==> src/sv/rac_pkg.sv <==
// ----------------------------------------------------------------------------
// rac_pkg: shared types and constants of the rational accumulator ALU
// Transaction payloads, mode and status codes, sequencer states and the
// widths of the wide magnitude datapath.
// ----------------------------------------------------------------------------
`default_nettype none

package rac_pkg;

  // Width of an operand field and of one operand magnitude.
  localparam int OP_W   = 32;
  // Width of a product or sum magnitude.
  localparam int WIDE_W = 64;
  // Width of the shared adder (one guard bit for division trials).
  localparam int SUM_W  = WIDE_W + 1;
  localparam int CNT_W  = $clog2(WIDE_W);
  localparam int DEN_OUT_W = 31;

  localparam int DEF_VALUE_WIDTH = 32;

  localparam logic [2:0] MODE_LOAD = 3'd0;
  localparam logic [2:0] MODE_ADD  = 3'd1;
  localparam logic [2:0] MODE_SUB  = 3'd2;
  localparam logic [2:0] MODE_MUL  = 3'd3;
  localparam logic [2:0] MODE_DIV  = 3'd4;
  localparam logic [2:0] MODE_CMP  = 3'd5;

  localparam logic [1:0] STATUS_OK   = 2'd0;
  localparam logic [1:0] STATUS_ZERO = 2'd1;
  localparam logic [1:0] STATUS_OVF  = 2'd2;

  typedef struct packed {
    logic [2:0]             mode;
    logic signed [OP_W-1:0] operand_num;
    logic signed [OP_W-1:0] operand_den;
  } cmd_t;

  typedef struct packed {
    logic signed [OP_W-1:0] result_num;
    logic [DEN_OUT_W-1:0]   result_den;
    logic                   is_equal;
    logic [1:0]             status;
  } rsp_t;

  typedef enum logic [3:0] {
    ST_IDLE,
    ST_MUL1,
    ST_MUL2,
    ST_MUL3,
    ST_MUL4,
    ST_ADD,
    ST_NEG,
    ST_GCD_INIT,
    ST_GCD_TWO,
    ST_GCD_A,
    ST_GCD_B,
    ST_DIV_N,
    ST_DIV_D,
    ST_FINISH,
    ST_DONE
  } state_t;

endpackage

`default_nettype wire

==> src/sv/rac_mul.sv <==
// ----------------------------------------------------------------------------
// rac_mul: registered magnitude multiplier
// Multiplies two unsigned operand magnitudes; the product appears in the
// cycle after the operands are presented.
// ----------------------------------------------------------------------------
`default_nettype none

module rac_mul
  import rac_pkg::*;
(
  input  wire logic              clk,
  input  wire logic [OP_W-1:0]   a,
  input  wire logic [OP_W-1:0]   b,
  output logic      [WIDE_W-1:0] prod
);

  always_ff @(posedge clk) begin
    prod <= WIDE_W'(a) * WIDE_W'(b);
  end

endmodule

`default_nettype wire

==> src/sv/rac_addsub.sv <==
// ----------------------------------------------------------------------------
// rac_addsub: shared wide adder and subtractor
// Adds or subtracts two magnitudes. On a subtraction the carry is high
// when a is not less than b, so it doubles as the magnitude compare.
// ----------------------------------------------------------------------------
`default_nettype none

module rac_addsub
  import rac_pkg::*;
(
  input  wire logic [SUM_W-1:0] a,
  input  wire logic [SUM_W-1:0] b,
  input  wire logic             sub,
  output logic      [SUM_W-1:0] sum,
  output logic                  carry
);

  logic [SUM_W-1:0] b_eff;

  assign b_eff = sub ? ~b : b;
  assign {carry, sum} = {1'b0, a} + {1'b0, b_eff} + (SUM_W + 1)'(sub);

endmodule

`default_nettype wire

==> src/sv/rational_accumulator_alu.sv <==
// ----------------------------------------------------------------------------
// rational_accumulator_alu: fraction accumulator with gcd reduction
// Holds one reduced fraction and loads, adds, subtracts, multiplies,
// divides or compares it against an operand fraction, one transaction at
// a time, through a shared multiplier and a shared wide adder.
// ----------------------------------------------------------------------------
//
//   channel | direction | handshake            | payload
//   --------+-----------+----------------------+---------------------------
//   cmd     | in        | cmd_valid, cmd_stall | mode, operand_num/den
//   rsp     | out       | rsp_valid, rsp_stall | result, is_equal, status
//
// A rejected operand or an unused mode goes straight to the done state. Any
// other step with a nonzero result numerator runs the binary gcd loop on the
// 64-bit operands, one shift, subtract or swap per cycle, and then two 64-step
// restoring divisions, all on the one 65-bit adder. A zero result numerator
// skips reduction. cmd_stall is high whenever the sequencer is busy. A
// finished result waits in the output register while rsp_stall is high; a
// new command is still taken meanwhile. Reset leaves the accumulator at 0/1
// and the output empty.
// ----------------------------------------------------------------------------
`default_nettype none

module rational_accumulator_alu
  import rac_pkg::*;
#(
  parameter int VALUE_WIDTH = DEF_VALUE_WIDTH
) (
  input  wire logic clk,
  input  wire logic rst,
  input  wire logic cmd_valid,
  output logic      cmd_stall,
  input  wire cmd_t cmd,
  output logic      rsp_valid,
  input  wire logic rsp_stall,
  output rsp_t      rsp
);

  localparam logic [WIDE_W-1:0] LIM    = WIDE_W'(1) << (VALUE_WIDTH - 1);
  localparam logic [WIDE_W-1:0] LIM_M1 = LIM - WIDE_W'(1);
  localparam logic [CNT_W-1:0]  CNT_LAST = CNT_W'(WIDE_W - 1);

  state_t state, state_next;

  // Accumulator, always held in lowest terms.
  logic signed [VALUE_WIDTH-1:0] acc_num;
  logic        [VALUE_WIDTH-2:0] acc_den;

  // Latched operand, denominator sign already folded into the numerator.
  logic [2:0]      mode_q;
  logic            on_neg;
  logic [OP_W-1:0] on_mag;
  logic [OP_W-1:0] od_mag;

  // Working fraction and product registers.
  logic [WIDE_W-1:0] p1, p2;
  logic              s1, s2;
  logic              neg;
  logic [WIDE_W-1:0] n_mag, d_mag;
  logic [WIDE_W-1:0] ga, gb;
  logic [WIDE_W-1:0] rem, quo;
  logic [CNT_W-1:0]  cnt;
  logic              res_eq;
  logic [1:0]        res_status;

  // Decoded input and accumulator views.
  logic [OP_W-1:0] in_num_u, in_den_u;
  logic [OP_W-1:0] in_num_mag, in_den_mag;
  logic            in_neg;
  logic [OP_W-1:0] an_ext, an_mag, ad_mag;
  logic            an_neg;

  // Shared units.
  logic [OP_W-1:0]   mul_a, mul_b;
  logic [WIDE_W-1:0] prod;
  logic [SUM_W-1:0]  add_a, add_b, add_sum;
  logic              add_sub, add_carry;

  logic [SUM_W-1:0]  trial;
  logic [WIDE_W-1:0] quo_shift;
  logic              out_free;
  logic              fit;
  logic              cmp_match;
  logic [VALUE_WIDTH-1:0] n_trunc;

  assign in_num_u   = cmd.operand_num;
  assign in_den_u   = cmd.operand_den;
  assign in_num_mag = in_num_u[OP_W-1] ? (~in_num_u + OP_W'(1)) : in_num_u;
  assign in_den_mag = in_den_u[OP_W-1] ? (~in_den_u + OP_W'(1)) : in_den_u;
  // A negative denominator flips the sign of a nonzero numerator.
  assign in_neg = in_den_u[OP_W-1] ? ((in_num_mag != '0) && !in_num_u[OP_W-1])
                                   : in_num_u[OP_W-1];

  assign an_neg = acc_num[VALUE_WIDTH-1];
  assign an_ext = OP_W'(acc_num);
  assign an_mag = an_neg ? (~an_ext + OP_W'(1)) : an_ext;
  assign ad_mag = OP_W'(acc_den);

  assign trial     = {rem, quo[WIDE_W-1]};
  assign quo_shift = {quo[WIDE_W-2:0], add_carry};
  assign out_free  = !rsp_valid || !rsp_stall;
  assign n_trunc   = n_mag[VALUE_WIDTH-1:0];

  assign fit = (d_mag <= LIM_M1) && (neg ? (n_mag <= LIM) : (n_mag <= LIM_M1));
  assign cmp_match = (n_mag == WIDE_W'(an_mag)) && (d_mag == WIDE_W'(ad_mag)) &&
                     ((neg && (n_mag != '0)) == an_neg);

  rac_mul u_mul (
    .clk  (clk),
    .a    (mul_a),
    .b    (mul_b),
    .prod (prod)
  );

  rac_addsub u_addsub (
    .a     (add_a),
    .b     (add_b),
    .sub   (add_sub),
    .sum   (add_sum),
    .carry (add_carry)
  );

  always_ff @(posedge clk) begin
    if (rst) begin
      state <= ST_IDLE;
    end else begin
      state <= state_next;
    end
  end

  // Next state and unit operand selection.
  always_comb begin
    state_next = state;
    cmd_stall  = (state != ST_IDLE);
    mul_a      = ad_mag;
    mul_b      = od_mag;
    add_a      = '0;
    add_b      = '0;
    add_sub    = 1'b0;
    case (state)
      ST_IDLE: begin
        if (cmd_valid) begin
          if ((cmd.mode <= MODE_CMP) && (in_den_mag == '0)) begin
            state_next = ST_DONE;
          end else begin
            case (cmd.mode)
              MODE_LOAD, MODE_CMP: state_next = ST_GCD_INIT;
              MODE_ADD, MODE_SUB, MODE_MUL: state_next = ST_MUL1;
              MODE_DIV: state_next = (in_num_mag == '0) ? ST_DONE : ST_MUL1;
              default: state_next = ST_DONE;
            endcase
          end
        end
      end
      ST_MUL1: begin
        mul_a = an_mag;
        mul_b = (mode_q == MODE_MUL) ? on_mag : od_mag;
        state_next = ST_MUL2;
      end
      ST_MUL2: begin
        case (mode_q)
          MODE_MUL: begin
            mul_a = ad_mag;
            mul_b = od_mag;
          end
          MODE_DIV: begin
            mul_a = ad_mag;
            mul_b = on_mag;
          end
          default: begin
            mul_a = on_mag;
            mul_b = ad_mag;
          end
        endcase
        state_next = ST_MUL3;
      end
      ST_MUL3: begin
        if ((mode_q == MODE_ADD) || (mode_q == MODE_SUB)) begin
          state_next = ST_MUL4;
        end else begin
          state_next = ST_GCD_INIT;
        end
      end
      ST_MUL4: begin
        state_next = ST_ADD;
      end
      ST_ADD: begin
        add_a   = SUM_W'(p1);
        add_b   = SUM_W'(p2);
        add_sub = (s1 != s2);
        if ((s1 != s2) && !add_carry) begin
          state_next = ST_NEG;
        end else begin
          state_next = ST_GCD_INIT;
        end
      end
      ST_NEG: begin
        add_b      = SUM_W'(n_mag);
        add_sub    = 1'b1;
        state_next = ST_GCD_INIT;
      end
      ST_GCD_INIT: begin
        state_next = (n_mag == '0) ? ST_FINISH : ST_GCD_TWO;
      end
      ST_GCD_TWO: begin
        if (ga[0] || gb[0]) begin
          state_next = ST_GCD_A;
        end
      end
      ST_GCD_A: begin
        if (ga[0]) begin
          state_next = ST_GCD_B;
        end
      end
      ST_GCD_B: begin
        add_a   = SUM_W'(gb);
        add_b   = SUM_W'(ga);
        add_sub = 1'b1;
        if (gb == '0) begin
          state_next = ST_DIV_N;
        end
      end
      ST_DIV_N: begin
        add_a   = trial;
        add_b   = SUM_W'(ga);
        add_sub = 1'b1;
        if (cnt == CNT_LAST) begin
          state_next = ST_DIV_D;
        end
      end
      ST_DIV_D: begin
        add_a   = trial;
        add_b   = SUM_W'(ga);
        add_sub = 1'b1;
        if (cnt == CNT_LAST) begin
          state_next = ST_FINISH;
        end
      end
      ST_FINISH: begin
        state_next = ST_DONE;
      end
      ST_DONE: begin
        if (out_free) begin
          state_next = ST_IDLE;
        end
      end
      default: state_next = ST_IDLE;
    endcase
  end

  // Accumulator and output register.
  always_ff @(posedge clk) begin
    if (rst) begin
      acc_num   <= '0;
      acc_den   <= (VALUE_WIDTH - 1)'(1);
      rsp_valid <= 1'b0;
    end else begin
      if ((state == ST_DONE) && out_free) begin
        rsp_valid <= 1'b1;
      end else if (rsp_valid && !rsp_stall) begin
        rsp_valid <= 1'b0;
      end
      if ((state == ST_FINISH) && (mode_q != MODE_CMP) && fit) begin
        acc_num <= neg ? ((~n_trunc) + VALUE_WIDTH'(1)) : n_trunc;
        acc_den <= d_mag[VALUE_WIDTH-2:0];
      end
    end
  end

  always_ff @(posedge clk) begin
    if ((state == ST_DONE) && out_free) begin
      rsp.result_num <= OP_W'(acc_num);
      rsp.result_den <= DEN_OUT_W'(acc_den);
      rsp.is_equal   <= res_eq;
      rsp.status     <= res_status;
    end
  end

  // Working datapath registers.
  always_ff @(posedge clk) begin
    case (state)
      ST_IDLE: begin
        mode_q     <= cmd.mode;
        on_neg     <= in_neg;
        on_mag     <= in_num_mag;
        od_mag     <= in_den_mag;
        n_mag      <= WIDE_W'(in_num_mag);
        d_mag      <= WIDE_W'(in_den_mag);
        neg        <= in_neg;
        res_eq     <= 1'b0;
        if ((cmd.mode <= MODE_CMP) && (in_den_mag == '0)) begin
          res_status <= STATUS_ZERO;
        end else if ((cmd.mode == MODE_DIV) && (in_num_mag == '0)) begin
          res_status <= STATUS_ZERO;
        end else begin
          res_status <= STATUS_OK;
        end
      end
      ST_MUL2: begin
        p1 <= prod;
        if ((mode_q == MODE_ADD) || (mode_q == MODE_SUB)) begin
          s1 <= an_neg;
        end else begin
          s1 <= an_neg ^ on_neg;
        end
      end
      ST_MUL3: begin
        p2 <= prod;
        s2 <= on_neg ^ (mode_q == MODE_SUB);
        // Multiply and divide: the two products are the new fraction.
        n_mag <= p1;
        d_mag <= prod;
        neg   <= s1;
      end
      ST_MUL4: begin
        d_mag <= prod;
      end
      ST_ADD: begin
        n_mag <= add_sum[WIDE_W-1:0];
        neg   <= ((s1 != s2) && !add_carry) ? s2 : s1;
      end
      ST_NEG: begin
        n_mag <= add_sum[WIDE_W-1:0];
      end
      ST_GCD_INIT: begin
        ga <= n_mag;
        gb <= d_mag;
        // A zero numerator is kept as 0/1 without reduction.
        if (n_mag == '0) begin
          d_mag <= WIDE_W'(1);
          neg   <= 1'b0;
        end
      end
      ST_GCD_TWO: begin
        // Common factors of two are stripped from the fraction directly.
        if (!(ga[0] || gb[0])) begin
          ga    <= ga >> 1;
          gb    <= gb >> 1;
          n_mag <= n_mag >> 1;
          d_mag <= d_mag >> 1;
        end
      end
      ST_GCD_A: begin
        if (!ga[0]) begin
          ga <= ga >> 1;
        end
      end
      ST_GCD_B: begin
        if (gb == '0) begin
          quo <= n_mag;
          rem <= '0;
          cnt <= '0;
        end else if (!gb[0]) begin
          gb <= gb >> 1;
        end else if (add_carry) begin
          gb <= add_sum[WIDE_W-1:0];
        end else begin
          ga <= gb;
          gb <= ga;
        end
      end
      ST_DIV_N: begin
        if (cnt == CNT_LAST) begin
          n_mag <= quo_shift;
          quo   <= d_mag;
          rem   <= '0;
          cnt   <= '0;
        end else begin
          rem <= add_carry ? add_sum[WIDE_W-1:0] : trial[WIDE_W-1:0];
          quo <= quo_shift;
          cnt <= cnt + CNT_W'(1);
        end
      end
      ST_DIV_D: begin
        rem <= add_carry ? add_sum[WIDE_W-1:0] : trial[WIDE_W-1:0];
        quo <= quo_shift;
        cnt <= cnt + CNT_W'(1);
        if (cnt == CNT_LAST) begin
          d_mag <= quo_shift;
        end
      end
      ST_FINISH: begin
        if (mode_q == MODE_CMP) begin
          res_eq <= cmp_match;
        end else if (!fit) begin
          res_status <= STATUS_OVF;
        end
      end
      default: begin
      end
    endcase
  end

endmodule

`default_nettype wire
==> config.mk <==
export PLATFORM = sky130hd
export DESIGN_NAME = rational_accumulator_alu
export DESIGN_NICKNAME = d
export VERILOG_FILES = /design/src/sv/rac_pkg.sv /design/src/sv/rac_mul.sv /design/src/sv/rac_addsub.sv /design/src/sv/rational_accumulator_alu.sv
export SDC_FILE = /design/constraint.sdc
export NUM_CORES = 2
export LEC_CHECK = 0
export BUFFER_PORTS_ARGS = -buffer_cell sky130_fd_sc_hd__buf_2
export CAP_MARGIN = 25
export CELL_PAD_IN_SITES_DETAIL_PLACEMENT = 0
export CELL_PAD_IN_SITES_GLOBAL_PLACEMENT = 1
export CORE_ASPECT_RATIO = 1.75
export CORE_MARGIN = 2
export CORE_UTILIZATION = 40
export DETAILED_ROUTE_END_ITERATION = 8
export PLACE_DENSITY = 0.64
export SLEW_MARGIN = 20
export SYNTH_ARGS = -nofsm -noshare
export SYNTH_HDL_FRONTEND = slang
export SYNTH_SLANG_ARGS = --single-unit
==> constraint.sdc <==
create_clock -name clk -period 32.2 [get_ports clk]
set_clock_uncertainty 0.2 [all_clocks]
set_input_delay 6.44 -clock clk [delete_from_list [all_inputs] [get_ports clk]]
set_output_delay 6.44 -clock clk [all_outputs]
set_load 0.02 [all_outputs]
# ---- Word level (Yosys, flattened, before mapping)
# Cells that the tools add are included.
dict set report totals {
  output_inout_bits 68
  ramBits 0
  memories 0
  latchBits 0
  in_bits 71
  romBits 0
  register_bits 790
  word_cells 216
}
dict set report op_classes {
  n_reduce_logical 54
  magnitude_cmp 4
  bitwise_logic 7
  addsub 7
  shift 0
  eq_ne 46
  n_mul 1
  muxes 69
  div 0
}
# cell count
set op_table {}
lappend op_table {{64-bit 2-to-1 mux} 18}
lappend op_table {{64-bit one-hot mux with 3 select lines} 4}
lappend op_table {{64-bit one-hot mux with 5 select lines} 2}
lappend op_table {{64-bit one-hot mux with 4 select lines} 1}
lappend op_table {{65-bit one-hot mux with 3 select lines} 1}
lappend op_table {{32-bit 2-to-1 mux} 6}
lappend op_table {{32-bit one-hot mux with 2 select lines} 3}
lappend op_table {{32-bit by 1-bit adder with 32-bit output (second input constant)} 4}
lappend op_table {{64-bit by 31-bit <= comparator with 1-bit output (second input constant)} 2}
lappend op_table {{64-bit logical NOT} 2}
lappend op_table {{32-bit NOT} 4}
lappend op_table {{65-bit by 65-bit adder with 66-bit output} 1}
lappend op_table {{66-bit by 1-bit adder with 66-bit output} 1}
lappend op_table {{65-bit 2-to-1 mux} 1}
lappend op_table {{64-bit NOT with 65-bit output} 1}
lappend op_table {{64-bit by 31-bit equality test with 1-bit output} 1}
lappend op_table {{64-bit by 32-bit equality test with 1-bit output} 1}
lappend op_table {{64-bit by 32-bit <= comparator with 1-bit output (second input constant)} 1}
lappend op_table {{32-bit logical NOT} 2}
lappend op_table {{32-bit by 32-bit multiplier with 64-bit output} 1}
lappend op_table {{64-bit nonzero test} 1}
lappend op_table {{4-bit one-hot mux with 15 select lines} 1}
lappend op_table {{4-bit 2-to-1 mux} 9}
lappend op_table {{32-bit nonzero test} 1}
lappend op_table {{other kinds (43)} 119}

# ---- Logic depth before layout (Yosys ltp)
dict set report logic_depth {
  depth_word 11
  depth_mapped 40
  ltp_nobuf 36
}

# ---- Cells and area by module
# From an unflattened synthesis, not the netlist that was laid out.
dict set report hier_totals {
  hier_cells 8053
  hier_area_um2 78041.1
}
# module cells_each seq_area_each_um2 area_per_inst_um2 n_inst
set modules_own_cells {}
lappend modules_own_cells {rational_accumulator_alu 3571 21120.3 38573.2 1}
lappend modules_own_cells {rac_mul 3880 1281.2 35170.0 1}
lappend modules_own_cells {rac_addsub 602 0.0 4297.9 1}

# ---- Worst setup path after synthesis
# No wires, ideal clock.
dict set report synth_path {
  path_kind {register to register}
  from {register state[1]}
  to {register u_mul.prod[62]}
  slack_ns 19.452
  t_required_ns 31.878
  stages_incl_launch_ff 37
  period_less_slack_ns 12.748
  n_path_buf 6
  setup_ns 0.122
  arrival_time_ns 12.425
  cell_sequence {dfxtp_1 > clkbuf_1 > clkbuf_1 > nand2b_1 > nor2_1 > and3_1 > clkbuf_1 > a21oi_1 > clkbuf_1 > a221oi_1 > clkbuf_1 > nor2_1 > fa_1 > fa_1 > inv_1 > fa_1 > fa_1 > inv_1 > fa_1 > fa_1 > fa_1 > inv_1 > fa_1 > inv_1 > ha_1 > clkbuf_1 > a21o_1 > a21o_1 > a21oi_1 > o311ai_0 > nand3_1 > nand2_1 > nor2_1 > o21ai_0 > or4b_2 > and2_1 > a311o_1}
}
dict set report synth_between {
  elab_chain_cells 3
  elab_cells_between_ends 5
  classes_between {mul: 1; eq/ne: 2; mux: 2}
}
# item line_no
set synth_rtl {}
lappend synth_rtl {{from (decl)} rational_accumulator_alu.sv:43} ;# state_t state, state_next;
lappend synth_rtl {{from (signal assigned)} rational_accumulator_alu.sv:127} ;# state <= state_next;
lappend synth_rtl {{4-bit by 2-bit equality test with 1-bit output or 4-bit by 1-bit equality test with 1-bit output (tied branches)} rational_accumulator_alu.sv:140} ;# case (state)
lappend synth_rtl {{32-bit one-hot mux with 2 select lines} rational_accumulator_alu.sv:140}
lappend synth_rtl {{32-bit by 32-bit multiplier with 64-bit output (*)} rac_mul.sv:18} ;# prod <= WIDE_W'(a) * WIDE_W'(b);
lappend synth_rtl {{to (signal assigned)} rac_mul.sv:18}
lappend synth_rtl {{to (decl)} rac_mul.sv:14} ;# output logic [WIDE_W-1:0] prod
# Mark *: on every way between the ends. The rest lies on a longest branch, timed or not.
# A chain may end at the register's enable or synchronous reset.

# ---- Final worst setup path
dict set report layout_path {
  from {register acc_num[9]}
  to {register u_mul.prod[62]}
}
dict set report layout_between {
  elab_chain_cells 5
}
# item line_no
set layout_rtl {}
lappend layout_rtl {{from (decl)} rational_accumulator_alu.sv:46} ;# logic signed [VALUE_WIDTH-1:0] acc_num;
lappend layout_rtl {{from (signal assigned)} rational_accumulator_alu.sv:264} ;# acc_num <= neg ? ((~n_trunc) + VALUE_WIDTH'(1)) : n_trunc;
lappend layout_rtl {{32-bit NOT} rational_accumulator_alu.sv:96} ;# assign an_mag = an_neg ? (~an_ext + OP_W'(1)) : an_ext;
lappend layout_rtl {{32-bit by 1-bit adder with 32-bit output} rational_accumulator_alu.sv:96}
lappend layout_rtl {{32-bit 2-to-1 mux (*)} rational_accumulator_alu.sv:96}
lappend layout_rtl {{32-bit one-hot mux with 2 select lines (*)} rational_accumulator_alu.sv:140}
lappend layout_rtl {{32-bit by 32-bit multiplier with 64-bit output (*)} rac_mul.sv:18}
# Marked as above.

==> run summary <==
Dividing the synthesized area by the synthesized cell count gives 9.74 sq um. Summed over all instances, the cell type with the most area after synthesis is sky130_fd_sc_hd__edfxtp_1. Worst-case headroom to the max-slew limit: 18.1%.

Counting flops and latches in the post-synthesis netlist gives 790. The worst register-to-register path begins at acc_num[9]. Among all cell types in the netlist, the one instantiated most often is sky130_fd_sc_hd__inv_1. For the worst flop-to-flop path, the logic depth is 33. Routability-driven placement finished with a final weighted congestion of 1.00. The final-report hold violation count is 0. Biggest cell delay along the critical path: 0.66 ns.

The main flop type after synthesis was sky130_fd_sc_hd__edfxtp_1. Detailed placement finished with a half-perimeter wire length of 244000 um. The run gives 0 as the final antenna-violating net count. Setup repair after global routing left no endpoint under its margin. For the total track usage, the log shows 34.2%.

The root buffer cell chosen for the clock tree is sky130_fd_sc_hd__clkbuf_16. Yosys attributes the largest share of cell area to sky130_fd_sc_hd__edfxtp_1, sky130_fd_sc_hd__fa_1, sky130_fd_sc_hd__ha_1, sky130_fd_sc_hd__inv_1, sky130_fd_sc_hd__nand2_1. The number of iterations in the first detailed-routing pass was 9; the number of fill cells was 18000. For this run, the number of Yosys warnings is 0. In this run the worst hold path is classified as register to register. Cell with the largest stage delay on the worst path: sky130_fd_sc_hd__or4b_2.

Synthesis produced 7633 cells. The count of flip-flops with a built-in enable after synthesis works out to 658. The share of synthesized area in the top cell type comes to 26.6%.

The worst path needs 11.91 ns of the cycle, external delays included. Data on the critical path arrives at its endpoint at 12.31 ns. The run gives 0 as the post-CTS setup buffer count. The share of synthesized flip-flops with an asynchronous set or reset came out at 0%.

The initial utilization of the core area, before any placement, comes to 40.2%. For the pin with the worst max-slew slack, the measured transition is 1.23 ns. TritonCTS created 76 clock buffers.

The number of max-slew violations in the final report is 0, and the via count of the first global-routing pass is 65700. STA classifies the critical path endpoint as a register. The total overflow left after global routing is 0. The region available for standard cell placement spans 185000 sq um. Compared with the post-synthesis result, the final layout area differs by 8.74%. The clock transition at the register clock pins on the worst setup and hold paths after CTS works out to 0.07 ns.

The flow ran to the end, but the final reports show violations. Height of the die: 574 um. No sink is reached through more buffers than the 3 on the longest clock path. After synthesis, flip-flops and latches occupy 30.1% of the total area.

Buffers placed on the I/O ports in this run total 138. The first global-routing pass estimated 464000 um of wire. The H-tree was split into 3 levels. For this design, the CTS-stage hold fixing added 0 buffers. The timing endpoint of the critical path is u_mul.prod[62].

The standard-cell row count is 209. Number of antenna violations at the first check in global routing: 40. From left edge to right edge, the die measures 330 um. Kind of critical path: register to register. STA classifies the critical path startpoint as a register. Counting every sink on the clock net gives 790. For this block, the routed nets add up to 327000 um of wire. Along the worst path, the maximum fanout reaches 20. For the worst setup path, the data required time is 32.59 ns.

After the last flow step, the layout net total stands at 8805. Timing would allow up to 83.9 MHz. The synthesized netlist net count was 8933; the number of vias after detailed routing was 62500. In the routed design, unresolved DRC markers number 21. In this run, the number of DRC markers left after iteration 0 of detailed routing was 8089. Maximum number of pins on one net before global-route repair: 135.

Counting instances in the post-synthesis netlist gives the leading cell types as sky130_fd_sc_hd__inv_1, sky130_fd_sc_hd__fa_1, sky130_fd_sc_hd__nand2_1. The run gives 0 ns as the setup TNS after final layout. For the worst-skew pair, the clock arrives at the later sink with an insertion delay of 0.70 ns. The final reports fail on DRC.

After detailed routing, the average wire length per cell comes to 32.7 um. Using the TritonRoute via totals, the vias-per-cell ratio works out to 6.25. The fraction of the cycle the final worst path needs is 37.0%.

The final number of setup-violating endpoints was 0. The post-route netlist has 7.39% of its cells at a drive strength greater than 1. Overall die area: 189000 sq um. In this design, the critical path's most frequently occurring cell is sky130_fd_sc_hd__fa_1. The post-cts repair resize count was 0. Capture instance of the worst register-to-register path: u_mul.prod[62]. TritonCTS built the clock tree. The count of distinct cell types in the synthesized netlist is 81.

Number of maximum-capacitance constraint violations: 0. The synthesized netlist occupies a cell area of 74300 sq um. For this design the top-level I/O count stands at 139. The slack of the worst reg-to-reg path was 20.29 ns. The tools report the launching element of the worst setup path as acc_num[9].
## worst min path at each step
stage                     slack, ns  endpoint            from  cells after the start
final                          0.25    p2[63]  u_mul.prod[63]                      0
after floorplan                0.20    rsp[0]   res_status[0]                      0
after detailed placement       0.25    rsp[1]   res_status[1]                      0
after global routing           0.27    rsp[1]   res_status[1]                      0
after global placement         0.23    p1[63]  u_mul.prod[63]                      0
after CTS                      0.26    rsp[1]   res_status[1]                      0
## per-stage QoR
| stage | instance area [sq um] | cells | hold slack [ns] | util, % | worst slack (ns) |
|---|---|---|---|---|---|
| 2_1_floorplan | 74300 | 7633 | 0.200 | - | 19.45 |
| 3_3_place_gp | 78100 | 9840 | 0.235 | 42.2 | 20.55 |
| 3_5_place_dp | 78200 | 9851 | 0.246 | 42.3 | 20.60 |
| 4_1_cts | 80800 | 9993 | 0.256 | 43.7 | 20.51 |
| 5_1_grt | 80800 | 9998 | 0.270 | 43.7 | 19.91 |
| 6_report | 80800 | 10000 | 0.247 | 43.7 | 20.29 |
## critical path, delay by kind of cell, from the launching register on
kind | cells | cell delay, ns
compound gates | 11 | 2.83
fa+ha+maj | 9 | 4.40
flops | 1 | 0.38
simple gates | 7 | 2.76
buf+inv | 5 | 0.67
xor+xnor | 1 | 0.56
## routing by layer
layer  wire, um  track usage [%]  vias up
met4      29000             25.3       16
met1     112000             38.0    32100
met2     162000             59.0     3421
met3      24500             5.05     1057
li1           -                -    25900
met5         89                0        -
## cell type report
class / instances / area [sq um] / share of cell area, %
Tap cell: 2426 / 3040 / 3.76
Multi-Input combinational cell: 5327 / 47000 / 58.1
Timing Repair Buffer: 316 / 2120 / 2.62
Inverter: 994 / 3730 / 4.62
Sequential cell: 790 / 22400 / 27.7
Clock buffer: 98 / 2070 / 2.56
Antenna cell: 10 / 25.0 / 0.0310
Clock inverter: 44 / 472 / 0.584
## cells by family (layout without fill, tap and decap cells)
kind of cell               after synthesis  count (layout)  synth area share, %
xor gates and xnor gates               375             375                 4.42
and+or+nand+nor                       2282            2282                 13.5
DFF                                    790             790                 30.1
buffers and inverters                 1516            1452                 7.67
muxes                                   12              12                0.163
other                                    0              10                    0
AOI/OAI and AO/OA                     1429            1429                 14.3
adders and majority gates             1229            1229                 29.7
## state kept, by name, indices dropped and copies added, names as in the netlist, 32 cells and up
register / flops
rsp: 66
d_mag: 64
ga: 64
gb: 64
n_mag: 64
p1: 64
p2: 64
quo: 64
rem: 64
u_mul.prod: 64
acc_num: 32
od_mag: 32
on_mag: 32
## layout by cell type (no fill, tap or decap), types with 27 or more instances in the layout
| master | n |
|---|---|
| sky130_fd_sc_hd__ha_1 | 332 |
| sky130_fd_sc_hd__clkbuf_16 | 79 |
| sky130_fd_sc_hd__nor3_1 | 38 |
| sky130_fd_sc_hd__a211oi_1 | 42 |
| sky130_fd_sc_hd__nand3_1 | 92 |
| sky130_fd_sc_hd__a222oi_1 | 260 |
| sky130_fd_sc_hd__nand2b_1 | 68 |
| sky130_fd_sc_hd__a21oi_1 | 280 |
| sky130_fd_sc_hd__fa_1 | 897 |
| sky130_fd_sc_hd__nand2_1 | 843 |
| sky130_fd_sc_hd__buf_2 | 140 |
| sky130_fd_sc_hd__edfxtp_1 | 658 |
| sky130_fd_sc_hd__o21bai_1 | 30 |
| sky130_fd_sc_hd__o211ai_1 | 27 |
| sky130_fd_sc_hd__xor2_1 | 136 |
| sky130_fd_sc_hd__or3_1 | 52 |
| sky130_fd_sc_hd__dfxtp_1 | 132 |
| sky130_fd_sc_hd__buf_4 | 164 |
| sky130_fd_sc_hd__nand4_1 | 43 |
| sky130_fd_sc_hd__a21o_1 | 77 |
| sky130_fd_sc_hd__and2_1 | 100 |
| sky130_fd_sc_hd__o31ai_1 | 43 |
| sky130_fd_sc_hd__a22oi_1 | 45 |
| sky130_fd_sc_hd__xnor2_1 | 234 |
| sky130_fd_sc_hd__inv_1 | 992 |
| sky130_fd_sc_hd__and3_1 | 31 |
| sky130_fd_sc_hd__a31oi_1 | 63 |
| sky130_fd_sc_hd__o21ai_0 | 209 |
| sky130_fd_sc_hd__a221o_1 | 160 |
| sky130_fd_sc_hd__nor2_1 | 824 |
| sky130_fd_sc_hd__nor4_1 | 55 |
Power is not shown: default switching activity piles up to over one toggle a cycle in this logic, so the estimate is an artifact.
